--- config.mk ---
export PLATFORM = sky130hd
export DESIGN_NAME = chc_vec_stage
export DESIGN_NICKNAME = d
export VERILOG_FILES = /design/src/rtl/chc_pkg.sv /design/src/rtl/chc_vec_stage.sv
export SDC_FILE = /design/constraint.sdc
export NUM_CORES = 1
export LEC_CHECK = 0
export ABC_CLOCK_PERIOD_IN_PS = 6250
export BUFFER_PORTS_ARGS = -buffer_cell sky130_fd_sc_hd__buf_2
export CAP_MARGIN = 20
export CORE_AREA = 2 2 183 185
export CTS_CLUSTER_SIZE = 25
export DETAILED_ROUTE_END_ITERATION = 8
export DIE_AREA = 0 0 185 187
export PLACE_DENSITY = 0.51
export SLEW_MARGIN = 40
export SYNTH_ARGS = -nofsm -noshare
export SYNTH_HDL_FRONTEND = slang
export SYNTH_SLANG_ARGS = --single-unit
--- constraint.sdc ---
create_clock -name clk -period 6.25 [get_ports clk]
set_input_delay 0.9375 -clock clk [delete_from_list [all_inputs] [get_ports clk]]
set_output_delay 0.9375 -clock clk [all_outputs]
set_load 0.01 [all_outputs]
--- src/rtl/chc_pkg.sv ---
// shared types, constants and arctangent table for the compass heading pipeline
`default_nettype none
package chc_pkg;

  localparam int ANG_W = 24;
  localparam int TRIG_W = 20;
  localparam int VEC_W = 36;
  localparam int MAX_STEPS = 24;

  localparam logic signed [TRIG_W-1:0] TRIG_GAIN = 20'sd39797;
  localparam logic signed [ANG_W-1:0] HALF_TURN = 24'sd4608000;

  localparam logic [2:0] REG_OFFSET_X = 3'd0;
  localparam logic [2:0] REG_OFFSET_Y = 3'd1;
  localparam logic [2:0] REG_OFFSET_Z = 3'd2;
  localparam logic [2:0] REG_SCALE_Y = 3'd3;
  localparam logic [2:0] REG_SCALE_Z = 3'd4;
  localparam logic [2:0] REG_BYPASS = 3'd5;
  localparam logic [2:0] REG_DECLINATION = 3'd6;

  typedef struct packed {
    logic signed [15:0] x;
    logic signed [15:0] y;
    logic signed [15:0] z;
  } axes_t;

  typedef struct packed {
    logic neg;
    logic signed [ANG_W-1:0] z;
  } ang_t;

  typedef struct packed {
    axes_t ax;
    logic signed [17:0] hx;
    logic signed [17:0] hy;
    logic spec;
    logic signed [15:0] spec_val;
  } post_t;

  function automatic logic signed [ANG_W-1:0] atan_val(input int i);
    logic signed [ANG_W-1:0] v;
    case (i)
      0: v = 24'sd1152000;
      1: v = 24'sd680065;
      2: v = 24'sd359328;
      3: v = 24'sd182400;
      4: v = 24'sd91554;
      5: v = 24'sd45822;
      6: v = 24'sd22916;
      7: v = 24'sd11459;
      8: v = 24'sd5730;
      9: v = 24'sd2865;
      10: v = 24'sd1432;
      11: v = 24'sd716;
      12: v = 24'sd358;
      13: v = 24'sd179;
      14: v = 24'sd90;
      15: v = 24'sd45;
      16: v = 24'sd22;
      17: v = 24'sd11;
      18: v = 24'sd6;
      19: v = 24'sd3;
      20: v = 24'sd1;
      21: v = 24'sd1;
      default: v = 24'sd0;
    endcase
    return v;
  endfunction

  // reduce to (-180,180], then fold into [-90,90] and scale to 1/256 centidegree
  function automatic ang_t fold_angle(input logic signed [16:0] a);
    logic signed [16:0] r;
    logic signed [ANG_W-1:0] w;
    ang_t o;
    r = a;
    if (r > 17'sd18000) r = r - 17'sd36000;
    else if (r <= -17'sd18000) r = r + 17'sd36000;
    o.neg = 1'b0;
    if (r > 17'sd9000) begin
      r = r - 17'sd18000;
      o.neg = 1'b1;
    end else if (r < -17'sd9000) begin
      r = r + 17'sd18000;
      o.neg = 1'b1;
    end
    w = ANG_W'(r);
    o.z = w <<< 8;
    return o;
  endfunction

endpackage
`default_nettype wire

--- src/rtl/chc_vec_stage.sv ---
// one vectoring iteration of the arctangent cordic
`default_nettype none
module chc_vec_stage #(
  parameter int SHIFT = 0
) (
  input  wire logic clk,
  input  wire logic en,
  input  wire logic signed [chc_pkg::VEC_W-1:0] x_in,
  input  wire logic signed [chc_pkg::VEC_W-1:0] y_in,
  input  wire logic signed [chc_pkg::ANG_W-1:0] z_in,
  output logic signed [chc_pkg::VEC_W-1:0] x_out,
  output logic signed [chc_pkg::VEC_W-1:0] y_out,
  output logic signed [chc_pkg::ANG_W-1:0] z_out
);

  localparam logic signed [chc_pkg::ANG_W-1:0] ATAN = chc_pkg::atan_val(SHIFT);

  always_ff @(posedge clk) begin
    if (en) begin
      if (y_in > 0) begin
        x_out <= x_in + (y_in >>> SHIFT);
        y_out <= y_in - (x_in >>> SHIFT);
        z_out <= z_in + ATAN;
      end else begin
        x_out <= x_in - (y_in >>> SHIFT);
        y_out <= y_in + (x_in >>> SHIFT);
        z_out <= z_in - ATAN;
      end
    end
  end

endmodule
`default_nettype wire

==> flow_metrics.env, run 1 <==
export IMPL_antenna_found_initial=2
export IMPL_synth_area_sq_um=9700
export IMPL_cap_viol_max_count=0
export IMPL_setup_tns_ns=0
export IMPL_slew_viol_final=0
export IMPL_cts_resized=0
export IMPL_power_density_nw_per_um2=211
export IMPL_finalWirelength_um=33400
export IMPL_io_buffers=193
export IMPL_vdd_ir_drop_max_v=0.000131
export IMPL_cp_end_kind="flip-flop"
export IMPL_period_minus_slack_ns=4.68
export IMPL_synth_edf_count=95
export IMPL_fill_cells=3545
export IMPL_seq_area_sq_um=2850
export IMPL_grt_pass1_wl_um=50600
export IMPL_cts_tree="yes"
export IMPL_track_usage_pct=19.0
export IMPL_netlist_cell_type_count=77
export IMPL_post_dp_cell_area_sq_um=11000
export IMPL_synthFlopType="edfxtp_1"
export IMPL_worstPathMaxFanout=14
export IMPL_arrival_ns=4.80
export IMPL_crit_type="in2reg"
export IMPL_fmax_ghz=0.214
export IMPL_nNetsFinal=1513
export IMPL_syn_num_nets=1354
export IMPL_vias_per_cell=5.19
export IMPL_dpl_hpwl_um=26600
export IMPL_drive_gt1_share_pct=18.1
export IMPL_syn_inst=1135
export IMPL_die_height_um=187
export IMPL_crit_start="y_in[1]"
export IMPL_avgSynthCellArea_sq_um=8.54
export IMPL_grt_pass1_vias=8761
export IMPL_ys_seq_area_share_pct=29.4
export IMPL_ant_nets=0
export IMPL_worst_slew_pin_slew_ns=0.837
export IMPL_report_final_setup_viol=0
export IMPL_crit_top_cell="a21oi_1"
export IMPL_layout_worst_path_cycle_share_pct=74.9
export IMPL_hold_class="in2reg"
export IMPL_postCtsHoldBufs=0
export IMPL_cpPeakStageDelay_ns=0.63
export IMPL_crit_path_top_delay_cell="nor4_1"
export IMPL_place_congestion=0.928
export IMPL_coreArea_sq_um=32900
export IMPL_cts_htree_levels=3
export IMPL_ys_warnings_count=0
export IMPL_ys_seq_elements=95
export IMPL_clockBufferDepth=2
export IMPL_synthArstFlopShare_pct=0
export IMPL_drc_errors=0
export IMPL_crit_path_end="z_out[23]"
export IMPL_synth_top_area_share_pct=29.4
export IMPL_p_leak_nw=4.92
export IMPL_synthToLayoutAreaGrowth_pct=16.8
export IMPL_fin_cells=1747
export IMPL_cts_root_buf="clkbuf_16"
export IMPL_dp_cells=1731
export IMPL_ios=194
export IMPL_initial_utilization_pct=29.5
export IMPL_final_area_sq_um=11300
export IMPL_layout_common_cells="buf_2, a21oi_1, ha_1, inv_1, nor2_1"
export IMPL_post_cts_buffers=0
export IMPL_wl_per_cell_um=19.1
export IMPL_multi_input_area_sq_um=6180
export IMPL_holdWs_ns=0.750
export IMPL_vias=9075
export IMPL_hold_viol=0
export IMPL_num_rows=67
export IMPL_rsz0062_at_grt="no"
export IMPL_clk_pin_slew_ns=0.07
export IMPL_cp_required_ns=6.36
export IMPL_grt_max_degree=68
export IMPL_firstDrtPassIters=5
export IMPL_slew_headroom_pct=44.2
export IMPL_grt_ovfl_total=0
export IMPL_die_area_sq_um=34600
export IMPL_cts_sinks=95
export IMPL_synthTopCellsByArea="edfxtp_1, ha_1, a21oi_1, xnor2_1, inv_1"
export IMPL_final_common_cell="buf_2"
export IMPL_setup_ws_ns=1.57
export IMPL_synth_top_cell_by_area="edfxtp_1"
export IMPL_detail_route_iter0_violations=798
export IMPL_dp_slack_ns=1.23
export IMPL_startpoint_type="primary input"
export IMPL_numCtsBuffers=9
export IMPL_path_cells="buf_2 -> nor4_1 -> nand4_1 -> nor2_1 -> a41o_2 -> inv_2 -> ha_1 -> a21oi_1 -> o21ai_0 -> a211oi_1 -> o31ai_1 -> or4_1 -> a31o_2 -> a21oi_1 -> xnor2_1"
export IMPL_status="complete, no violations"
export IMPL_die_w_um=185
[stage by stage]
stage / utilization, % / power (mW)
after floorplan: - / 1.48
after global placement: 33.6 / 1.83
after detailed placement: 33.6 / 1.83
after CTS: 34.4 / 2.41
after global routing: 34.5 / 2.53
final: 34.5 / 2.39
[worst max-delay path: cells and delay by family]
family,cells,cell delay [ns]
AOI/OAI and AO/OA,7,1.69
xor gates and xnor gates,1,0.08
adders and majority gates,1,0.35
buffers and inverters,2,0.33
and+or+nand+nor,4,1.39
[synthesized netlist by cell type, drive strengths merged (13+ instances only)]
library cell / count
a211oi: 16
a21o: 25
a21oi: 151
buf: 26
clkbuf: 23
edfxtp: 95
ha: 117
inv: 111
mux2i: 15
nand2: 53
nand3: 20
nand4: 13
nor2: 106
nor2b: 13
nor3: 17
o21ai: 72
o21bai: 23
o31ai: 18
xnor2: 76
[report_power, final]
group          internal, mW  total [mW]  switching, mW  leakage [nW]
registers             0.838       0.865         0.0267         0.930
logic                 0.359       0.954          0.596          3.86
clock network         0.309       0.570          0.261         0.129
total                  1.51        2.39          0.883          4.92
[state kept, by name (all words and copies together), names as in the netlist]
signal and flops:
x_out 36, y_out 35, z_out 24
[cell families after synthesis]
| family | after synthesis | share of synthesized area (%) |
|---|---|---|
| fa+ha+maj | 121 | 15.9 |
| mux | 16 | 1.66 |
| flops | 95 | 29.4 |
| compound gates | 379 | 25.1 |
| buf+inv | 166 | 6.85 |
| simple gates | 275 | 13.5 |
| xor+xnor | 83 | 7.50 |
[layout make-up]
cell class,count,area share [%]
multi-input combinational,874,54.6
sequential,95,25.2
timing repair buffer,197,8.82
tap,448,4.95
inverter,117,3.92
clock buffer,12,2.09
clock inverter,3,0.398
antenna,1,0.0221
[metal layers]
layer  share of wire, %  vias up  track usage (%)
li1                   -     4404                -
met1                 48     4305             26.7
met2                 44      319             29.7
met3                5.8       47             3.45
met4                2.2        0             5.68
met5                  0        -                0
[worst min path at each step]
stage | startpoint | to | cells after the start
2_1_floorplan | z_in[0] | z_out[0] | 0
5_1_grt | z_in[1] | z_out[1] | 1
3_3_place_gp | z_in[0] | z_out[0] | 1
6_report | z_in[2] | z_out[2] | 1
4_1_cts | z_in[2] | z_out[2] | 1
3_5_place_dp | z_in[3] | z_out[3] | 1
Power figures use the tool's default switching activity.
==> run 2, diff against run 1 <==
- ABC_CLOCK_PERIOD_IN_PS: 6250 -> 4000
- PLACE_DENSITY: 0.51 -> 0.53
- clock period: 6.25 -> 4 ns (I/O delays scaled with it)
==> run 2 against run 1 <==
  * Via count up 3.2%
  * Die area unchanged
  * Final cell count up 7.3%
  * Worst setup slack worse by 1.3 ns
  * Global-route usage up 0.34 points
  * Combinational power up 72%
  * Critical path depth down 1
  * Sequential share of layout area down 2.0 points
  * Critical path type unchanged
==> flow_metrics.env, run 2 (synthesized netlist as in run 1, its figures left out) <==
export IMPL_status="complete, no violations"
export IMPL_crit_path_top_delay_cell="nor4_1"
export IMPL_vdd_ir_drop_max_v=0.000206
export IMPL_setup_tns_ns=0
export IMPL_post_dp_cell_area_sq_um=12000
export IMPL_wl_per_cell_um=18.0
export IMPL_die_w_um=185
export IMPL_clk_pin_slew_ns=0.07
export IMPL_slew_viol_final=0
export IMPL_cts_resized=0
export IMPL_nNetsFinal=1640
export IMPL_slew_headroom_pct=44.1
export IMPL_path_delay_family="compound AO/OA/AOI/OAI gates"
export IMPL_num_rows=67
export IMPL_crit_top_cell="a21oi_1"
export IMPL_final_area_sq_um=12300
export IMPL_coreArea_sq_um=32900
export IMPL_ant_nets=0
export IMPL_final_common_cell="buf_2"
export IMPL_finalWirelength_um=33800
export IMPL_post_cts_buffers=0
export IMPL_layout_common_cells="buf_2, a21oi_1, buf_4, ha_1, inv_1"
export IMPL_power_density_nw_per_um2=317
export IMPL_postCtsHoldBufs=0
export IMPL_antenna_cells=0
export IMPL_antenna_found_initial=1
export IMPL_largest_registers="x_out x36, y_out x35, z_out x24"
export IMPL_period_minus_slack_ns=3.74
export IMPL_vias=9369
export IMPL_cts_sinks=95
export IMPL_path_cells="buf_2 -> nor4_1 -> buf_4 -> a41o_2 -> ha_1 -> a21o_1 -> a21oi_1 -> o21ai_0 -> a211oi_1 -> o31ai_1 -> or4_1 -> a31o_2 -> a21oi_1 -> xnor2_1"
export IMPL_vias_per_cell=5.00
export IMPL_grt_pass1_vias=9348
export IMPL_ios=194
export IMPL_io_buffers=193
export IMPL_place_congestion=0.928
export IMPL_detail_route_iter0_violations=686
export IMPL_layout_worst_path_cycle_share_pct=93.5
export IMPL_rsz0062_at_grt="no"
export IMPL_cp_required_ns=4.12
export IMPL_grt_ovfl_total=0
export IMPL_p_leak_nw=5.56
export IMPL_cap_viol_max_count=0
export IMPL_multi_input_area_sq_um=6180
export IMPL_fin_util_pct=37.5
export IMPL_cpPeakStageDelay_ns=0.54
export IMPL_cts_htree_levels=3
export IMPL_clockBufferDepth=2
export IMPL_fill_cells=3448
export IMPL_arrival_ns=3.86
export IMPL_cts_root_buf="clkbuf_16"
export IMPL_max_flop_register="x_out"
export IMPL_hold_class="in2reg"
export IMPL_dp_slack_ns=-0.178
export IMPL_die_area_sq_um=34600
export IMPL_finalPower_mw=3.90
export IMPL_worst_path_buf_inv=2
export IMPL_grt_max_degree=68
export IMPL_track_usage_pct=19.4
export IMPL_crit_type="in2reg"
export IMPL_dpl_hpwl_um=27700
export IMPL_worstPathMaxFanout=4
export IMPL_grt_pass1_wl_um=52000
export IMPL_largest_reg_flops=36
export IMPL_fmax_ghz=0.267
export IMPL_startpoint_type="primary input"
export IMPL_hold_viol=0
export IMPL_cts_tree="yes"
export IMPL_firstDrtPassIters=5
export IMPL_seq_area_sq_um=2850
export IMPL_numCtsBuffers=9
export IMPL_die_height_um=187
export IMPL_initial_utilization_pct=29.5
export IMPL_cp_end_kind="flip-flop"
export IMPL_drive_gt1_share_pct=25.5
export IMPL_drc_errors=0
export IMPL_synthToLayoutAreaGrowth_pct=27.0
export IMPL_setup_ws_ns=0.261
export IMPL_worst_slew_pin_slew_ns=0.838
export IMPL_report_final_setup_viol=0
run 2: report_power, final:
part	switching (mW)	internal, mW	total [mW]
clock network	0.421	0.490	0.911
logic	0.959	0.685	1.64
registers	0.0384	1.31	1.35
total	1.42	2.48	3.90
run 2: final timing paths:
kind	start	endpoint	slack, ns	cells after the start
setup / recovery	y_in[21]	z_out[23]	0.26	14
hold / removal	z_in[9]	z_out[9]	0.41	1
run 2: through the flow:
step,instances,hold WS [ns]
final,1874,0.414
after global routing,1874,0.408
after CTS,1874,0.400
after detailed placement,1858,0.781
after global placement,1858,0.778
after floorplan,1135,0.699
run 2: per-layer routing:
| metal | GRT usage, % | share of wire [%] |
|---|---|---|
| met3 | 3.33 | 6.4 |
| met5 | 0 | 0.033 |
| met1 | 26.9 | 46 |
| met4 | 5.49 | 2.1 |
| met2 | 30.8 | 45 |
run 2: area by class of cell:
class,count,area share (%)
clock buffer,10,1.86
clock inverter,6,0.528
inverter,117,3.61
multi-input combinational,874,50.2
sequential,95,23.2
tap,448,4.55
timing repair buffer,324,16.1
==> run 3, diff against run 2 <==
- ABC_CLOCK_PERIOD_IN_PS: 4000 -> 3970
- PLACE_DENSITY: 0.53 -> 0.51
- SLEW_MARGIN: 40 -> 10
- clock period: 4 -> 3.97 ns (I/O delays scaled with it)
==> run 3 against run 2 <==
  * Cell area increased by 0.50%
  * Sequential power is essentially flat
  * Global-route usage is 0.17 points higher
  * Wire length grew 1.3%
  * Worst hold slack lost 0.014 ns
  * Core utilization is 0.19 points higher
  * Worst setup slack better by 0.0019 ns
==> flow_metrics.env, run 3 (synthesized netlist as in run 1, its figures left out) <==
export IMPL_post_dp_cell_area_sq_um=12000
export IMPL_setup_tns_ns=0
export IMPL_hold_class="in2reg"
export IMPL_fmax_ghz=0.270
export IMPL_firstDrtPassIters=5
export IMPL_worst_path_buf_inv=2
export IMPL_place_congestion=0.923
export IMPL_cts_root_buf="clkbuf_16"
export IMPL_ant_nets=0
export IMPL_cts_sinks=95
export IMPL_grt_pass1_wl_um=52400
export IMPL_io_buffers=193
export IMPL_nNetsFinal=1642
export IMPL_startpoint_type="primary input"
export IMPL_slew_headroom_pct=33.4
export IMPL_power_switching_mw=1.46
export IMPL_status="complete, no violations"
export IMPL_fin_cells=1876
export IMPL_cp_end_kind="flip-flop"
export IMPL_grt_max_degree=73
export IMPL_switching_share_pct=35.7
export IMPL_post_cts_buffers=0
export IMPL_p_leak_nw=5.58
export IMPL_crit_top_cell="a21oi_1"
export IMPL_whs_path_depth=1
export IMPL_clockPowerShare_pct=26.3
export IMPL_min_delay_start="z_in[8]"
export IMPL_p_seq_share_pct=33.1
export IMPL_arrival_ns=3.83
export IMPL_final_area_sq_um=12400
export IMPL_layout_common_cells="buf_2, a21oi_1, buf_4, ha_1, inv_1"
export IMPL_period_minus_slack_ns=3.71
export IMPL_vias=9453
export IMPL_crit_start="y_in[8]"
export IMPL_vdd_ir_drop_max_v=0.000219
export IMPL_cpPeakStageDelay_ns=0.44
export IMPL_cp_required_ns=4.09
export IMPL_worstPathMaxFanout=3
export IMPL_ios=194
export IMPL_vias_per_cell=5.04
export IMPL_seq_area_sq_um=2850
export IMPL_coreArea_sq_um=32900
export IMPL_rsz0062_at_grt="no"
export IMPL_hold_viol=0
export IMPL_drive_gt1_share_pct=25.8
export IMPL_detail_route_iter0_violations=731
export IMPL_report_final_setup_viol=0
export IMPL_track_usage_pct=19.6
export IMPL_num_rows=67
export IMPL_dpl_hpwl_um=27600
export IMPL_cts_htree_levels=3
export IMPL_die_w_um=185
export IMPL_numCtsBuffers=9
export IMPL_layout_worst_path_cycle_share_pct=93.4
export IMPL_finalWirelength_um=34200
export IMPL_max_flop_register="x_out"
export IMPL_largest_registers="x_out x36, y_out x35, z_out x24"
export IMPL_internal_power_mw=2.63
export IMPL_crit_type="in2reg"
export IMPL_holdPathEnd="z_out[8]"
export IMPL_final_common_cell="buf_2"
export IMPL_largest_reg_flops=36
export IMPL_grt_pass1_vias=9461
export IMPL_clockBufferDepth=2
export IMPL_p_comb_share_pct=40.6
export IMPL_fill_cells=3492
export IMPL_crit_path_top_delay_cell="or4_1"
export IMPL_cap_viol_max_count=0
export IMPL_clk_pin_slew_ns=0.07
export IMPL_wl_per_cell_um=18.2
export IMPL_antenna_cells=0
export IMPL_die_height_um=187
export IMPL_cts_tree="yes"
export IMPL_initial_utilization_pct=29.5
export IMPL_grt_ovfl_total=0
export IMPL_slew_viol_final=0
export IMPL_path_cells="buf_2 -> nor4_4 -> buf_4 -> nand4_1 -> nor2_1 -> a41o_2 -> ha_1 -> a21o_1 -> a21oi_1 -> o21ai_0 -> a211oi_1 -> o31ai_1 -> or4_1 -> a31o_2 -> a21oi_1 -> xnor2_1"
export IMPL_power_density_nw_per_um2=331
export IMPL_multi_input_area_sq_um=6200
export IMPL_die_area_sq_um=34600
export IMPL_dp_cells=1860
export IMPL_path_delay_family="compound AO/OA/AOI/OAI gates"
export IMPL_antenna_found_initial=2
export IMPL_drc_errors=0
export IMPL_synthToLayoutAreaGrowth_pct=27.6
export IMPL_worst_slew_pin_slew_ns=0.998
-- run 3: layout make-up --
| class | count | share of cell area (%) |
|---|---|---|
| Multi-Input combinational cell | 874 | 50.1 |
| Sequential cell | 95 | 23.1 |
| Clock buffer | 9 | 1.82 |
| Timing Repair Buffer | 326 | 15.9 |
| Clock inverter | 7 | 1.02 |
| Inverter | 117 | 3.59 |
| Tap cell | 448 | 4.53 |
-- run 3: routing by layer --
metal,wire length (um),GRT usage [%],vias up
met5,13,0,-
met4,783,5.92,2
met3,1710,2.73,43
met2,15500,31.6,313
met1,16200,26.9,4441
li1,-,-,4654
-- run 3: worst max-delay path by stage --
stage / cells after the start / slack (ns) / to
6_report: 16 / 0.26 / z_out[23]
5_1_grt: 16 / 0.0008 / z_out[23]
4_1_cts: 16 / 0.03 / z_out[23]
3_5_place_dp: 16 / -0.33 / z_out[23]
3_3_place_gp: 16 / -0.29 / z_out[23]
2_1_floorplan: 17 / 0.01 / z_out[23]
-- run 3: through the flow --
step / setup WS [ns] / total power, mW / hold WS, ns / util, %
2_1_floorplan: 0.0112 / 2.34 / 0.694 / -
3_3_place_gp: -0.289 / 3.03 / 0.774 / 36.5
3_5_place_dp: -0.327 / 3.03 / 0.774 / 36.5
4_1_cts: 0.0314 / 4.12 / 0.389 / 37.6
5_1_grt: 0.000816 / 4.33 / 0.398 / 37.7
6_report: 0.262 / 4.10 / 0.400 / 37.7
-- run 3: timing repair --
action | in CTS | in global routing
hold buffers | 0 | 0
gates resized for setup | 0 | 2
endpoints found under the setup margin | 0 | 2
-- run 3: power by group through the flow --
stage | Clock [mW] | Combinational (mW) | Sequential, mW
6_report | 1.08 | 1.66 | 1.36
3_5_place_dp | 0 | 1.65 | 1.38
5_1_grt | 1.13 | 1.83 | 1.38
3_3_place_gp | 0 | 1.65 | 1.38
2_1_floorplan | 0 | 0.867 | 1.47
4_1_cts | 1.10 | 1.66 | 1.36
