### src/rtl/chc_pkg.sv
// shared types, constants and arctangent table for the compass heading pipeline
`default_nettype none
package chc_pkg;

  localparam int ANG_W = 24;
  localparam int TRIG_W = 20;
  localparam int VEC_W = 36;
  localparam int MAX_STEPS = 24;

  localparam logic signed [TRIG_W-1:0] TRIG_GAIN = 20'sd39797;
  localparam logic signed [ANG_W-1:0] HALF_TURN = 24'sd4608000;

  localparam logic [2:0] REG_OFFSET_X = 3'd0;
  localparam logic [2:0] REG_OFFSET_Y = 3'd1;
  localparam logic [2:0] REG_OFFSET_Z = 3'd2;
  localparam logic [2:0] REG_SCALE_Y = 3'd3;
  localparam logic [2:0] REG_SCALE_Z = 3'd4;
  localparam logic [2:0] REG_BYPASS = 3'd5;
  localparam logic [2:0] REG_DECLINATION = 3'd6;

  typedef struct packed {
    logic signed [15:0] x;
    logic signed [15:0] y;
    logic signed [15:0] z;
  } axes_t;

  typedef struct packed {
    logic neg;
    logic signed [ANG_W-1:0] z;
  } ang_t;

  typedef struct packed {
    axes_t ax;
    logic signed [17:0] hx;
    logic signed [17:0] hy;
    logic spec;
    logic signed [15:0] spec_val;
  } post_t;

  function automatic logic signed [ANG_W-1:0] atan_val(input int i);
    logic signed [ANG_W-1:0] v;
    case (i)
      0: v = 24'sd1152000;
      1: v = 24'sd680065;
      2: v = 24'sd359328;
      3: v = 24'sd182400;
      4: v = 24'sd91554;
      5: v = 24'sd45822;
      6: v = 24'sd22916;
      7: v = 24'sd11459;
      8: v = 24'sd5730;
      9: v = 24'sd2865;
      10: v = 24'sd1432;
      11: v = 24'sd716;
      12: v = 24'sd358;
      13: v = 24'sd179;
      14: v = 24'sd90;
      15: v = 24'sd45;
      16: v = 24'sd22;
      17: v = 24'sd11;
      18: v = 24'sd6;
      19: v = 24'sd3;
      20: v = 24'sd1;
      21: v = 24'sd1;
      default: v = 24'sd0;
    endcase
    return v;
  endfunction

  // reduce to (-180,180], then fold into [-90,90] and scale to 1/256 centidegree
  function automatic ang_t fold_angle(input logic signed [16:0] a);
    logic signed [16:0] r;
    logic signed [ANG_W-1:0] w;
    ang_t o;
    r = a;
    if (r > 17'sd18000) r = r - 17'sd36000;
    else if (r <= -17'sd18000) r = r + 17'sd36000;
    o.neg = 1'b0;
    if (r > 17'sd9000) begin
      r = r - 17'sd18000;
      o.neg = 1'b1;
    end else if (r < -17'sd9000) begin
      r = r + 17'sd18000;
      o.neg = 1'b1;
    end
    w = ANG_W'(r);
    o.z = w <<< 8;
    return o;
  endfunction

endpackage
`default_nettype wire

### src/rtl/chc_rot_stage.sv
// one rotation iteration of the sine and cosine cordic
`default_nettype none
module chc_rot_stage #(
  parameter int SHIFT = 0
) (
  input  wire logic clk,
  input  wire logic en,
  input  wire logic signed [chc_pkg::TRIG_W-1:0] x_in,
  input  wire logic signed [chc_pkg::TRIG_W-1:0] y_in,
  input  wire logic signed [chc_pkg::ANG_W-1:0] z_in,
  output logic signed [chc_pkg::TRIG_W-1:0] x_out,
  output logic signed [chc_pkg::TRIG_W-1:0] y_out,
  output logic signed [chc_pkg::ANG_W-1:0] z_out
);

  localparam logic signed [chc_pkg::ANG_W-1:0] ATAN = chc_pkg::atan_val(SHIFT);

  always_ff @(posedge clk) begin
    if (en) begin
      if (z_in >= 0) begin
        x_out <= x_in - (y_in >>> SHIFT);
        y_out <= y_in + (x_in >>> SHIFT);
        z_out <= z_in - ATAN;
      end else begin
        x_out <= x_in + (y_in >>> SHIFT);
        y_out <= y_in - (x_in >>> SHIFT);
        z_out <= z_in + ATAN;
      end
    end
  end

endmodule
`default_nettype wire

### config.mk
export PLATFORM = sky130hd
export DESIGN_NAME = chc_rot_stage
export DESIGN_NICKNAME = d
export VERILOG_FILES = /design/src/rtl/chc_pkg.sv /design/src/rtl/chc_rot_stage.sv
export SDC_FILE = /design/constraint.sdc
export NUM_CORES = 1
export LEC_CHECK = 0
export BUFFER_PORTS_ARGS = -buffer_cell sky130_fd_sc_hd__buf_4
export CAP_MARGIN = 10
export CORE_ASPECT_RATIO = 0.5
export CORE_MARGIN = 2
export CORE_UTILIZATION = 45
export DETAILED_ROUTE_END_ITERATION = 10
export PLACE_DENSITY = 0.75
export SYNTH_ARGS = -nofsm -noshare
export SYNTH_HDL_FRONTEND = slang
export SYNTH_SLANG_ARGS = --single-unit
### constraint.sdc
create_clock -name clk -period 7.8 [get_ports clk]
set_input_delay 1.56 -clock clk [delete_from_list [all_inputs] [get_ports clk]]
set_output_delay 1.56 -clock clk [all_outputs]
set_load 0.01 [all_outputs]
==> metrics.md, run 1 <==
| Metric | Value |
|---|---|
| Outcome | `finished, final reports clean` |
| Grt total ovfl | `0` |
| Vias in the first global route | `4755` |
| Synth Area in XOR/XNOR | `7.42%` |
| Pin count of the biggest net entering global routing | `65` |
| # Post-CTS Setup Buffers | `0` |
| Yosys warns | `0` |
| Yosys reg bits | `63` |
| Initial antenna violation count | `0` |
| Final worst-path cycle share | `72.7%` |
| First DRT Iteration DRCs | `396` |
| Final ANT Viol Nets | `0` |
| Die H | `83.4 um` |
| Hold path start | `z_in[3]` |
| Nets | `862` |
| Synth Flop Type | `edfxtp_1` |
| Critical path required time | `7.86 ns` |
| Seq/Total Area, Yosys | `33.4%` |
| TritonCTS Buffers | `9` |
| Mux contribution to synthesized area | `0.883%` |
| Diode count | `0` |
| Post-synth net total | `747` |
| Final hold violation count | `0` |
| Design Power | `1.32 mW` |
| Combinational family with the most area after synthesis | `compound AO/OA/AOI/OAI gates` |
| Min-Delay Endpoint | `z_out[3]` |
| Highest fanout seen on the critical path | `64` |
| Io pins | `130` |
| Hold Path Stages | `1` |
| Number of synthesized flops with an enable pin | `63` |
| Least-Margin Pin Slew | `0.954 ns` |
| Dpl hpwl | `11.3 mm` |
| Final Slew Violations | `0` |
| Max Cap Viol | `0` |
| Min-Delay Path Class | `primary input to register` |
| Std-Cell Rows | `28` |
| Post-cts resize count | `0` |
| Kind of critical path | `primary input to register` |
| Post-CTS Hold Buffers | `0` |
| Synth Area in Compound Gates | `22.0%` |
| Initial Util | `47.0%` |
| Root buf cell | `clkbuf_16` |
| Drt first pass iters | `5` |
| WL final | `14.8 mm` |
| CP endpoint kind | `register` |
| Worst Path Arrival | `5.74 ns` |
| Post-Synthesis Cells | `607` |
| Async SR Flop Fraction | `0%` |
| Power Dens Cells | `189 nW/um2` |
| Setup TNS | `0 ns` |
| Syn_area_per_cell | `9.34 um2` |
| Relative slew margins | `36.4%` |
| CTS tree | `built` |
| Tot GR Track Use | `22.0%` |
| RSZ-0062 raised after global routing | `false` |
| Core footprint | `12100 um2` |
| Max Fclk | `0.176 GHz` |
| Chip Width | `163 um` |
| CTS Buffer Depth | `2` |
| Crit path launch type | `primary input` |
| Wire per inst | `16.6 um` |
| Routability cong. | `0.930` |
| Total die area | `13600 um2` |
| Reg clk slew, reported paths | `0.05 ns` |
| Share of layout cells above drive strength 1 | `21.0%` |
| Distinct cell type count after synthesis | `62` |
| Clk sink count | `63` |
| Pleak | `3.08 nW` |
| Remaining DRCs | `0` |
| Fillers | `1059` |
| Vias | `5066` |
| Post-synthesis simple-gate area fraction | `12.1%` |
| Maximum VDD drop | `0.119 mV` |
| Post-Synth Adder-Cell Area | `16.9%` |
| Area grow syn2layout | `23.2%` |
| Mapped Area | `5670 um2` |
| # H-tree levels | `3` |
| Port bufs | `129` |
| Vias per Instance | `5.68` |
| Setup Viol. Count Final | `0` |
| First-pass GRT wire length | `23.9 mm` |
| Min Tclk post-route | `5.67 ns` |
cell type report:
type	instances	area, um2	share of cell area [%]
repair buffers	130	976	14.0
clock buffers	9	225	3.23
multi-input cells	457	3370	48.2
clock inverters	7	87.6	1.25
well taps	165	206	2.96
flip-flops and latches	63	1890	27.1
inverters	61	229	3.28
stage by stage:
step	setup slack, ns	instance area, um2	hold slack [ns]	utilization [%]	instances
2_1_floorplan	3.16	5670	1.66	-	607
6_report	2.13	6980	1.41	57.9	892
3_5_place_dp	1.81	6670	1.75	55.3	876
3_3_place_gp	1.94	6670	1.75	55.3	876
5_1_grt	1.73	6980	1.40	57.9	892
4_1_cts	2.15	6980	1.40	57.9	892
routing by layer:
layer  wire length (um)  vias to the layer above  track usage [%]
met2               6800                      230             35.0
li1                   -                     2431                -
met4                276                        0             6.28
met1               6680                     2379             30.2
met3               1060                       26             4.55
met5                  0                        -                0
cell usage after synthesis, types with 4 or more instances:
library cell	instances	area [um2]
nand4_1	6	37.5
a211o_1	4	35.0
o211ai_1	8	60.1
ha_1	70	876
inv_1	61	229
buf_6	5	56.3
o31ai_1	4	30.0
clkbuf_1	4	15.0
mux2i_1	5	50.1
nand2_1	30	113
fa_1	4	80.1
xor2_1	14	123
or3_1	5	31.3
a221oi_1	4	35.0
a21oi_1	60	300
xnor2_1	34	298
o21ai_0	45	225
nor3_1	12	60.1
o22ai_1	4	25.0
a31oi_1	4	25.0
nor2_1	43	161
buf_2	7	35.0
nor4_1	10	62.6
nor3b_1	4	30.0
edfxtp_1	63	1890
nand2b_1	6	37.5
o21bai_1	7	52.6
clkbuf_8	4	55.1
o21a_1	10	75.1
nor2b_1	9	56.3
a211oi_1	5	37.5
a21o_1	9	67.6
critical path, stage by stage:
cell and delay, ns:
buf_4 0.13, inv_1 0.08, ha_1 0.15, nor4b_1 0.27, nand4_1 0.23, o21ai_4 0.18, buf_4 0.55, inv_1 0.64
ha_1 0.54, nor2b_1 0.16, o31a_1 0.27, o211ai_1 0.17, nand2_1 0.10, a41o_1 0.26, o41ai_1 0.30, xor2_1 0.11
registers in the layout (all words and copies together) (netlist names):
| signal | flops |
|---|---|
| x_out | 19 |
| z_out | 24 |
| y_out | 20 |
how the worst max path moves through the flow:
stage               startpoint        end
floorplan             z_in[23]  z_out[22]
global placement      z_in[23]  z_out[22]
detailed placement    z_in[23]  z_out[22]
CTS                   z_in[23]  z_out[22]
global route          z_in[23]  z_out[22]
finish                z_in[23]  z_out[22]
logic make-up (layout without fill, tap and decap cells):
logic type                 count (synthesis)  after routing
DFF                                       63             63
AOI/OAI and AO/OA                        191            191
adders and majority gates                 74             74
muxes                                      5              5
buffers and inverters                     87            207
xor gates and xnor gates                  48             48
and+or+nand+nor                          139            139
cells in the final DEF (no fill, tap or decap), types with 3 or more instances in the layout:
master and count:
clkbuf_16 9, a211oi_1 5, o21ai_0 44, a211o_1 4, nor3_1 12, xnor2_1 34, fa_1 4, mux2i_1 5
o211ai_1 8, o31ai_1 4, inv_1 61, nand2_1 30, o21a_1 10, a21oi_1 60, o21bai_1 7, o211a_1 3
a221oi_1 4, or3_1 5, nor3b_1 4, nand2b_1 6, nand3_1 3, edfxtp_1 63, buf_4 130, a21o_1 9
nand4_1 6, a31oi_1 4, a311oi_1 3, a2111oi_0 3, nor4_1 10, ha_1 70, xor2_1 14, o22ai_1 4
nor2b_1 9, nor2_1 43
power by group:
| group | switching (mW) | internal, mW |
|---|---|---|
| combinational | 0.246 | 0.197 |
| clock | 0.146 | 0.276 |
| sequential | 0.0132 | 0.442 |
| total | 0.405 | 0.915 |
(Power assumes the default switching activity.)
==> inputs of run 2 (changes only) <==
- ABC_AREA: unset -> 1
- PLACE_DENSITY: 0.75 -> 0.77
- clock period: 7.8 -> 4.8 ns (I/O delays scaled with it)
==> metrics.md, run 2 <==
| Metric | Value |
|---|---|
| Grt total ovfl | `0 (unchanged)` |
| Die H | `88.7 um (was 83.4 um)` |
| Max FFs per register | `24 (unchanged)` |
| WL final | `18.2 mm (was 14.8 mm)` |
| Post-cts resize count | `0 (unchanged)` |
| Vias | `6568 (was 5066)` |
| Wire per inst | `14.6 um (was 16.6 um)` |
| Clk sink count | `63 (unchanged)` |
| Dpl hpwl | `14.6 mm (was 11.3 mm)` |
| Highest fanout seen on the critical path | `41 (was 64)` |
| Fin Hold WS | `0.813 ns (was 1.41 ns)` |
| Final non-filler cell total | `1244 (was 892)` |
| Kind of critical path | `primary input to register (unchanged)` |
| Yosys warns | `0 (unchanged)` |
| Grt met3 use | `4.38% (was 4.55%)` |
| Outcome | `finished, final reports clean (unchanged)` |
| Least-Margin Pin Slew | `0.837 ns (was 0.954 ns)` |
| Synth top area share | `29.3% (was 33.4%)` |
| Tot GR Track Use | `24.0% (was 22.0%)` |
| Chip Width | `173 um (was 163 um)` |
| Largest reg by FF count | `z_out (unchanged)` |
| Post-Synthesis Cells | `931 (was 607)` |
| Placed cell count | `1229 (was 876)` |
| Synth Flop Type | `edfxtp_1 (unchanged)` |
| Maximum VDD drop | `0.182 mV (was 0.119 mV)` |
| Vias per Instance | `5.28 (was 5.68)` |
| Max Fclk | `0.290 GHz` |
| Post-CTS Hold Buffers | `0 (unchanged)` |
| Design Power | `2.19 mW (was 1.32 mW)` |
| Std-Cell Rows | `30 (was 28)` |
| Hold path start | `z_in[7] (was z_in[3])` |
| Initial antenna violation count | `0 (unchanged)` |
| Routability cong. | `0.958 (was 0.930)` |
| Post-synth net total | `1071 (was 747)` |
| Hold Path Stages | `1 (unchanged)` |
| Yosys reg bits | `63 (unchanged)` |
| Crit path buf inv count | `3 (was 4)` |
| Max Cap Viol | `0 (unchanged)` |
| First-pass GRT wire length | `29.4 mm (was 23.9 mm)` |
| CP peak stage delay | `0.45 ns (was 0.64 ns)` |
| RSZ-0062 raised after global routing | `false (unchanged)` |
| Final Slew Violations | `0 (unchanged)` |
| Mapped Area | `6450 um2 (was 5670 um2)` |
| Remaining DRCs | `0 (unchanged)` |
| Setup TNS | `0 ns (unchanged)` |
| Distinct cell type count after synthesis | `30 (was 62)` |
| CP endpoint kind | `register (unchanged)` |
| Relative slew margins | `44.2% (was 36.4%)` |
| Crit. Startpoint | `z_in[10] (was z_in[23])` |
| TritonCTS Buffers | `9 (unchanged)` |
| Io pins | `130 (unchanged)` |
| Async SR Flop Fraction | `0% (unchanged)` |
| Nets | `1188 (was 862)` |
| # H-tree levels | `3 (unchanged)` |
| Largest cells by area after synthesis | `edfxtp_1 (29%), nand2_1 (17%), ha_1 (14%) (was edfxtp_1 (33%), ha_1 (15%), a21oi_1 (5.3%))` |
| Final ANT Viol Nets | `0 (unchanged)` |
| Min-Delay Endpoint | `z_out[7] (was z_out[3])` |
| Pin count of the biggest net entering global routing | `64 (was 65)` |
| Reg clk slew, reported paths | `0.05 ns (about the same)` |
| Number of synthesized flops with an enable pin | `63 (unchanged)` |
| Count leader, synth | `nand2_1 (was ha_1)` |
| Syn_area_per_cell | `6.93 um2 (was 9.34 um2)` |
| Critical path required time | `4.88 ns (was 7.86 ns)` |
| Worst Path Arrival | `3.53 ns (was 5.74 ns)` |
| Min Tclk post-route | `3.44 ns` |
| Cells along the critical path | `buf_4 -> inv_1 -> nand3_1 -> nor2_1 -> nand3b_1 -> nand2_2 -> buf_4 -> ha_1 -> nand2_1 -> o21ai_0 -> nor2_1 -> nor3_1 -> nor2_1 -> nand2_1 -> nand2_1 (was buf_4 -> inv_1 -> ha_1 -> nor4b_1 -> nand4_1 -> o21ai_4 -> buf_4 -> inv_1 -> ha_1 -> nor2b_1 -> o31a_1 -> o211ai_1 -> nand2_1 -> a41o_1 -> o41ai_1 -> xor2_1)` |
| Area grow syn2layout | `21.1% (was 23.2%)` |
| Design area | `7810 um2 (was 6980 um2)` |
| Root buf cell | `clkbuf_16 (unchanged)` |
| Worst path top cell family by delay | `simple AND/OR/NAND/NOR gates (was buffers and inverters)` |
| Initial Util | `46.8% (was 47.0%)` |
| Total die area | `15400 um2 (was 13600 um2)` |
| Final hold violation count | `0 (unchanged)` |
| Placed Area | `7510 um2 (was 6670 um2)` |
| Final worst-path cycle share | `71.7%` |
| Setup Viol. Count Final | `0 (unchanged)` |
| Met1 usage | `31.3% (was 30.2%)` |
| WP depth | `15 (was 16)` |
| Top Registers | `z_out: 24 flops, y_out: 20 flops, x_out: 19 flops (unchanged)` |
| Yosys top cell by area | `edfxtp_1 (unchanged)` |
| Crit path launch type | `primary input (unchanged)` |
| Top Usage Layer GRT | `met2 (unchanged)` |
| Most frequent cells in the layout | `nand2_1 (286), inv_1 (136), buf_4 (131), nand3_1 (107), ha_1 (70) (was buf_4 (130), ha_1 (70), edfxtp_1 (63), inv_1 (61), a21oi_1 (60))` |
| Port bufs | `129 (unchanged)` |
| First DRT Iteration DRCs | `468 (was 396)` |
| # Post-CTS Setup Buffers | `0 (unchanged)` |
| Commonest non-fill, non-tap cell in the layout | `nand2_1 (was buf_4)` |
| Min-Delay Path Class | `primary input to register (unchanged)` |
| Most instantiated cells after synthesis | `nand2_1 (286), inv_1 (136), nand3_1 (107) (was ha_1 (70), edfxtp_1 (63), inv_1 (61))` |
| CTS Buffer Depth | `2 (unchanged)` |
| Seq/Total Area, Yosys | `29.3% (was 33.4%)` |
| Pleak | `4.06 nW (was 3.08 nW)` |
| Power Dens Cells | `280 nW/um2 (was 189 nW/um2)` |
| Met2 GRT Util | `40.6% (was 35.0%)` |
| CTS tree | `built (unchanged)` |
| Share of layout cells above drive strength 1 | `14.8% (was 21.0%)` |
| Diode count | `0 (unchanged)` |
| Core footprint | `13800 um2 (was 12100 um2)` |
| CP max stage cell | `buf_4 (was inv_1)` |
| Drt first pass iters | `5 (unchanged)` |
| Vias in the first global route | `6193 (was 4755)` |
==> run 2: cell types whose count changed in the layout (fill, tap and decap cells not counted), moves of 9 or more <==
| cell | previous run | this run |
|---|---|---|
| xnor2_1 | 34 | 2 |
| nand3_1 | 3 | 107 |
| inv_1 | 61 | 136 |
| nor2b_1 | 9 | 0 |
| o21a_1 | 10 | 0 |
| nor4_1 | 10 | 1 |
| o21ai_0 | 44 | 32 |
| nor2_1 | 43 | 69 |
| nand2_1 | 30 | 286 |
| xor2_1 | 14 | 25 |
==> run 2: cell type report <==
type / count / area, um2
fill: 1332 / 5960
sequential: 63 / 1890
inverter: 137 / 514
timing repair buffer: 131 / 983
clock buffer: 10 / 229
tap: 192 / 240
multi-input combinational: 706 / 3880
clock inverter: 5 / 73.8
==> run 2: cells by family (layout without fill, tap and decap cells) <==
| logic type | count (synthesis) | after routing | share of synthesized area (%) |
|---|---|---|---|
| AOI/OAI and AO/OA | 109 | 109 | 9.37 |
| xor gates and xnor gates | 27 | 27 | 3.67 |
| adders and majority gates | 74 | 74 | 14.8 |
| buffers and inverters | 162 | 283 | 10.5 |
| DFF | 63 | 63 | 29.3 |
| and+or+nand+nor | 496 | 496 | 32.3 |
==> run 2: where the power goes <==
part	internal (mW)	switching (mW)	total, mW
logic	0.304	0.477	0.781
registers	0.704	0.0228	0.727
clock network	0.448	0.233	0.680
total	1.46	0.733	2.19
==> run 2: layer usage <==
| metal | routed length, um | vias up |
|---|---|---|
| li1 | - | 3247 |
| met1 | 8190 | 3005 |
| met2 | 8110 | 278 |
| met3 | 1510 | 38 |
| met4 | 413 | 0 |
| met5 | 0 | - |
==> run 2: worst max-delay path by stage <==
stage | slack, ns | endpoint
floorplan | 1.58 | z_out[20]
global route | 1.03 | z_out[17]
CTS | 1.41 | z_out[17]
detailed placement | 1.07 | z_out[17]
finish | 1.36 | z_out[17]
global placement | 1.22 | z_out[17]
==> run 2: metrics by stage <==
| step | utilization (%) | setup slack (ns) |
|---|---|---|
| after floorplan | - | 1.58 |
| after global placement | 54.5 | 1.22 |
| after detailed placement | 54.5 | 1.07 |
| after CTS | 56.7 | 1.41 |
| after global routing | 56.7 | 1.03 |
| final | 56.7 | 1.36 |
==> inputs of run 3 (changes only) <==
- PLACE_DENSITY: 0.77 -> 0.74
- clock period: 4.8 -> 3.2 ns (I/O delays scaled with it)
==> metrics.md, run 3 (synthesis results as in run 2) <==
| Metric | Value |
|---|---|
| First DRT Iteration DRCs | `592 (was 468)` |
| First-pass GRT wire length | `29.2 mm (was 29.4 mm)` |
| Post-route worst setup slack | `0.360 ns (was 1.36 ns)` |
| Final ANT Viol Nets | `0 (unchanged)` |
| Initial Util | `46.8% (unchanged)` |
| Grt total ovfl | `0 (unchanged)` |
| DR top layer | `met4 (unchanged)` |
| Area grow syn2layout | `21.2% (was 21.1%)` |
| Dpl hpwl | `14.5 mm (was 14.6 mm)` |
| Std-Cell Rows | `30 (unchanged)` |
| # Post-CTS Setup Buffers | `0 (unchanged)` |
| Max Cap Viol | `0 (unchanged)` |
| Core footprint | `13800 um2 (unchanged)` |
| Max Fclk | `0.352 GHz` |
| Port bufs | `129 (unchanged)` |
| Met2 Wirelength | `8.00 mm (was 8.11 mm)` |
| Commonest non-fill, non-tap cell in the layout | `nand2_1 (unchanged)` |
| Least-Margin Pin Slew | `0.814 ns (was 0.837 ns)` |
| RSZ-0062 raised after global routing | `false (unchanged)` |
| TritonCTS Buffers | `9 (unchanged)` |
| Drt first pass iters | `5 (unchanged)` |
| Min Tclk post-route | `2.84 ns` |
| Relative slew margins | `45.7% (was 44.2%)` |
| Setup Viol. Count Final | `0 (unchanged)` |
| Root buf cell | `clkbuf_16 (unchanged)` |
| Io pins | `130 (unchanged)` |
| Most frequent cells in the layout | `nand2_1 (286), inv_1 (136), buf_4 (135), nand3_1 (107), ha_1 (70) (was nand2_1 (286), inv_1 (136), buf_4 (131), nand3_1 (107), ha_1 (70))` |
| CTS Buffer Depth | `2 (unchanged)` |
| # H-tree levels | `3 (unchanged)` |
| Reg clk slew, reported paths | `0.05 ns (about the same)` |
| Vias per Instance | `5.17 (was 5.28)` |
| Wire per inst | `14.5 um (was 14.6 um)` |
| Maximum VDD drop | `0.234 mV (was 0.182 mV)` |
| Pin count of the biggest net entering global routing | `64 (unchanged)` |
| Diode count | `0 (unchanged)` |
| CTS tree | `built (unchanged)` |
| Nets | `1192 (was 1188)` |
| Chip Width | `173 um (unchanged)` |
| Remaining DRCs | `0 (unchanged)` |
| Met1 wire length | `8.46 mm (was 8.19 mm)` |
| Share of layout cells above drive strength 1 | `15.1% (was 14.8%)` |
| Tot GR Track Use | `24.0% (about the same)` |
| Top Registers | `z_out: 24 flops, y_out: 20 flops, x_out: 19 flops (unchanged)` |
| Setup TNS | `0 ns (unchanged)` |
| Min-Delay Path Class | `primary input to register (unchanged)` |
| Final hold violation count | `0 (unchanged)` |
| Max FFs per register | `24 (unchanged)` |
| Worst Path Arrival | `2.92 ns (was 3.53 ns)` |
| Vias in the first global route | `6007 (was 6193)` |
| Total die area | `15400 um2 (unchanged)` |
| CP endpoint kind | `register (unchanged)` |
| Pleak | `4.06 nW (about the same)` |
| Post-CTS Hold Buffers | `0 (unchanged)` |
| Final Slew Violations | `0 (unchanged)` |
| Vias | `6451 (was 6568)` |
| Routability cong. | `0.920 (was 0.958)` |
| WL final | `18.1 mm (was 18.2 mm)` |
| Crit path launch type | `primary input (unchanged)` |
| Largest reg by FF count | `z_out (unchanged)` |
| Die H | `88.7 um (unchanged)` |
| Outcome | `finished, final reports clean (unchanged)` |
| Critical path required time | `3.28 ns (was 4.88 ns)` |
| Initial antenna violation count | `0 (unchanged)` |
| Post-cts resize count | `0 (unchanged)` |
| Power Dens Cells | `411 nW/um2 (was 280 nW/um2)` |
| Final worst-path cycle share | `88.8%` |
| Kind of critical path | `primary input to register (unchanged)` |
| Routed wire length on met3 | `1.44 mm (was 1.51 mm)` |
| Highest fanout seen on the critical path | `6 (was 41)` |
| Clk sink count | `63 (unchanged)` |
| DP Worst Slack | `0.112 ns (was 1.07 ns)` |
run 3: cell count changes in the layout (fill, tap and decap cells not counted), sizes merged:
cell      delta
buf          +4
clkinvlp     +1
bufinv       -1
run 3: critical path, cell delays in order:
cell	delay [ns]
buf_4	0.12
inv_1	0.09
ha_1	0.16
nand3b_1	0.09
nor2_1	0.09
nand3b_1	0.12
nand2_2	0.10
inv_2	0.09
fa_1	0.42
o21ai_0	0.46
a21oi_1	0.19
o21ai_0	0.25
xor2_1	0.10
run 3: final timing paths:
path | cells past startpoint | slack [ns] | start | endpoint
hold / removal | 1 | 0.49 | z_in[7] | z_out[7]
setup / recovery | 13 | 0.36 | z_in[23] | z_out[20]
run 3: cell type report:
type	count	area, um2
flip-flops and latches	63	1890
clock inverters	5	50.0
repair buffers	135	1010
multi-input cells	706	3880
inverters	137	514
clock buffers	10	229
fillers	1316	5960
well taps	192	240
run 3: metrics by stage:
step	total power [mW]	instance area (um2)	std cells	util, %	hold WS (ns)
6_report	3.22	7820	1248	56.8	0.487
5_1_grt	3.41	7820	1248	56.8	0.478
4_1_cts	3.23	7820	1248	56.8	0.480
3_5_place_dp	2.27	7540	1233	54.7	0.827
3_3_place_gp	2.25	7540	1233	54.7	0.826
2_1_floorplan	1.82	6450	931	-	0.739
run 3: per-layer routing:
layer,track usage (%),up-vias
met5,0,-
met4,6.24,0
met3,4.25,15
met2,40.5,256
met1,32.3,2928
li1,-,3252
run 3: where the power goes:
part / internal, mW / total [mW] / switching, mW
registers: 1.06 / 1.09 / 0.0302
clock network: 0.591 / 0.954 / 0.362
logic: 0.459 / 1.18 / 0.718
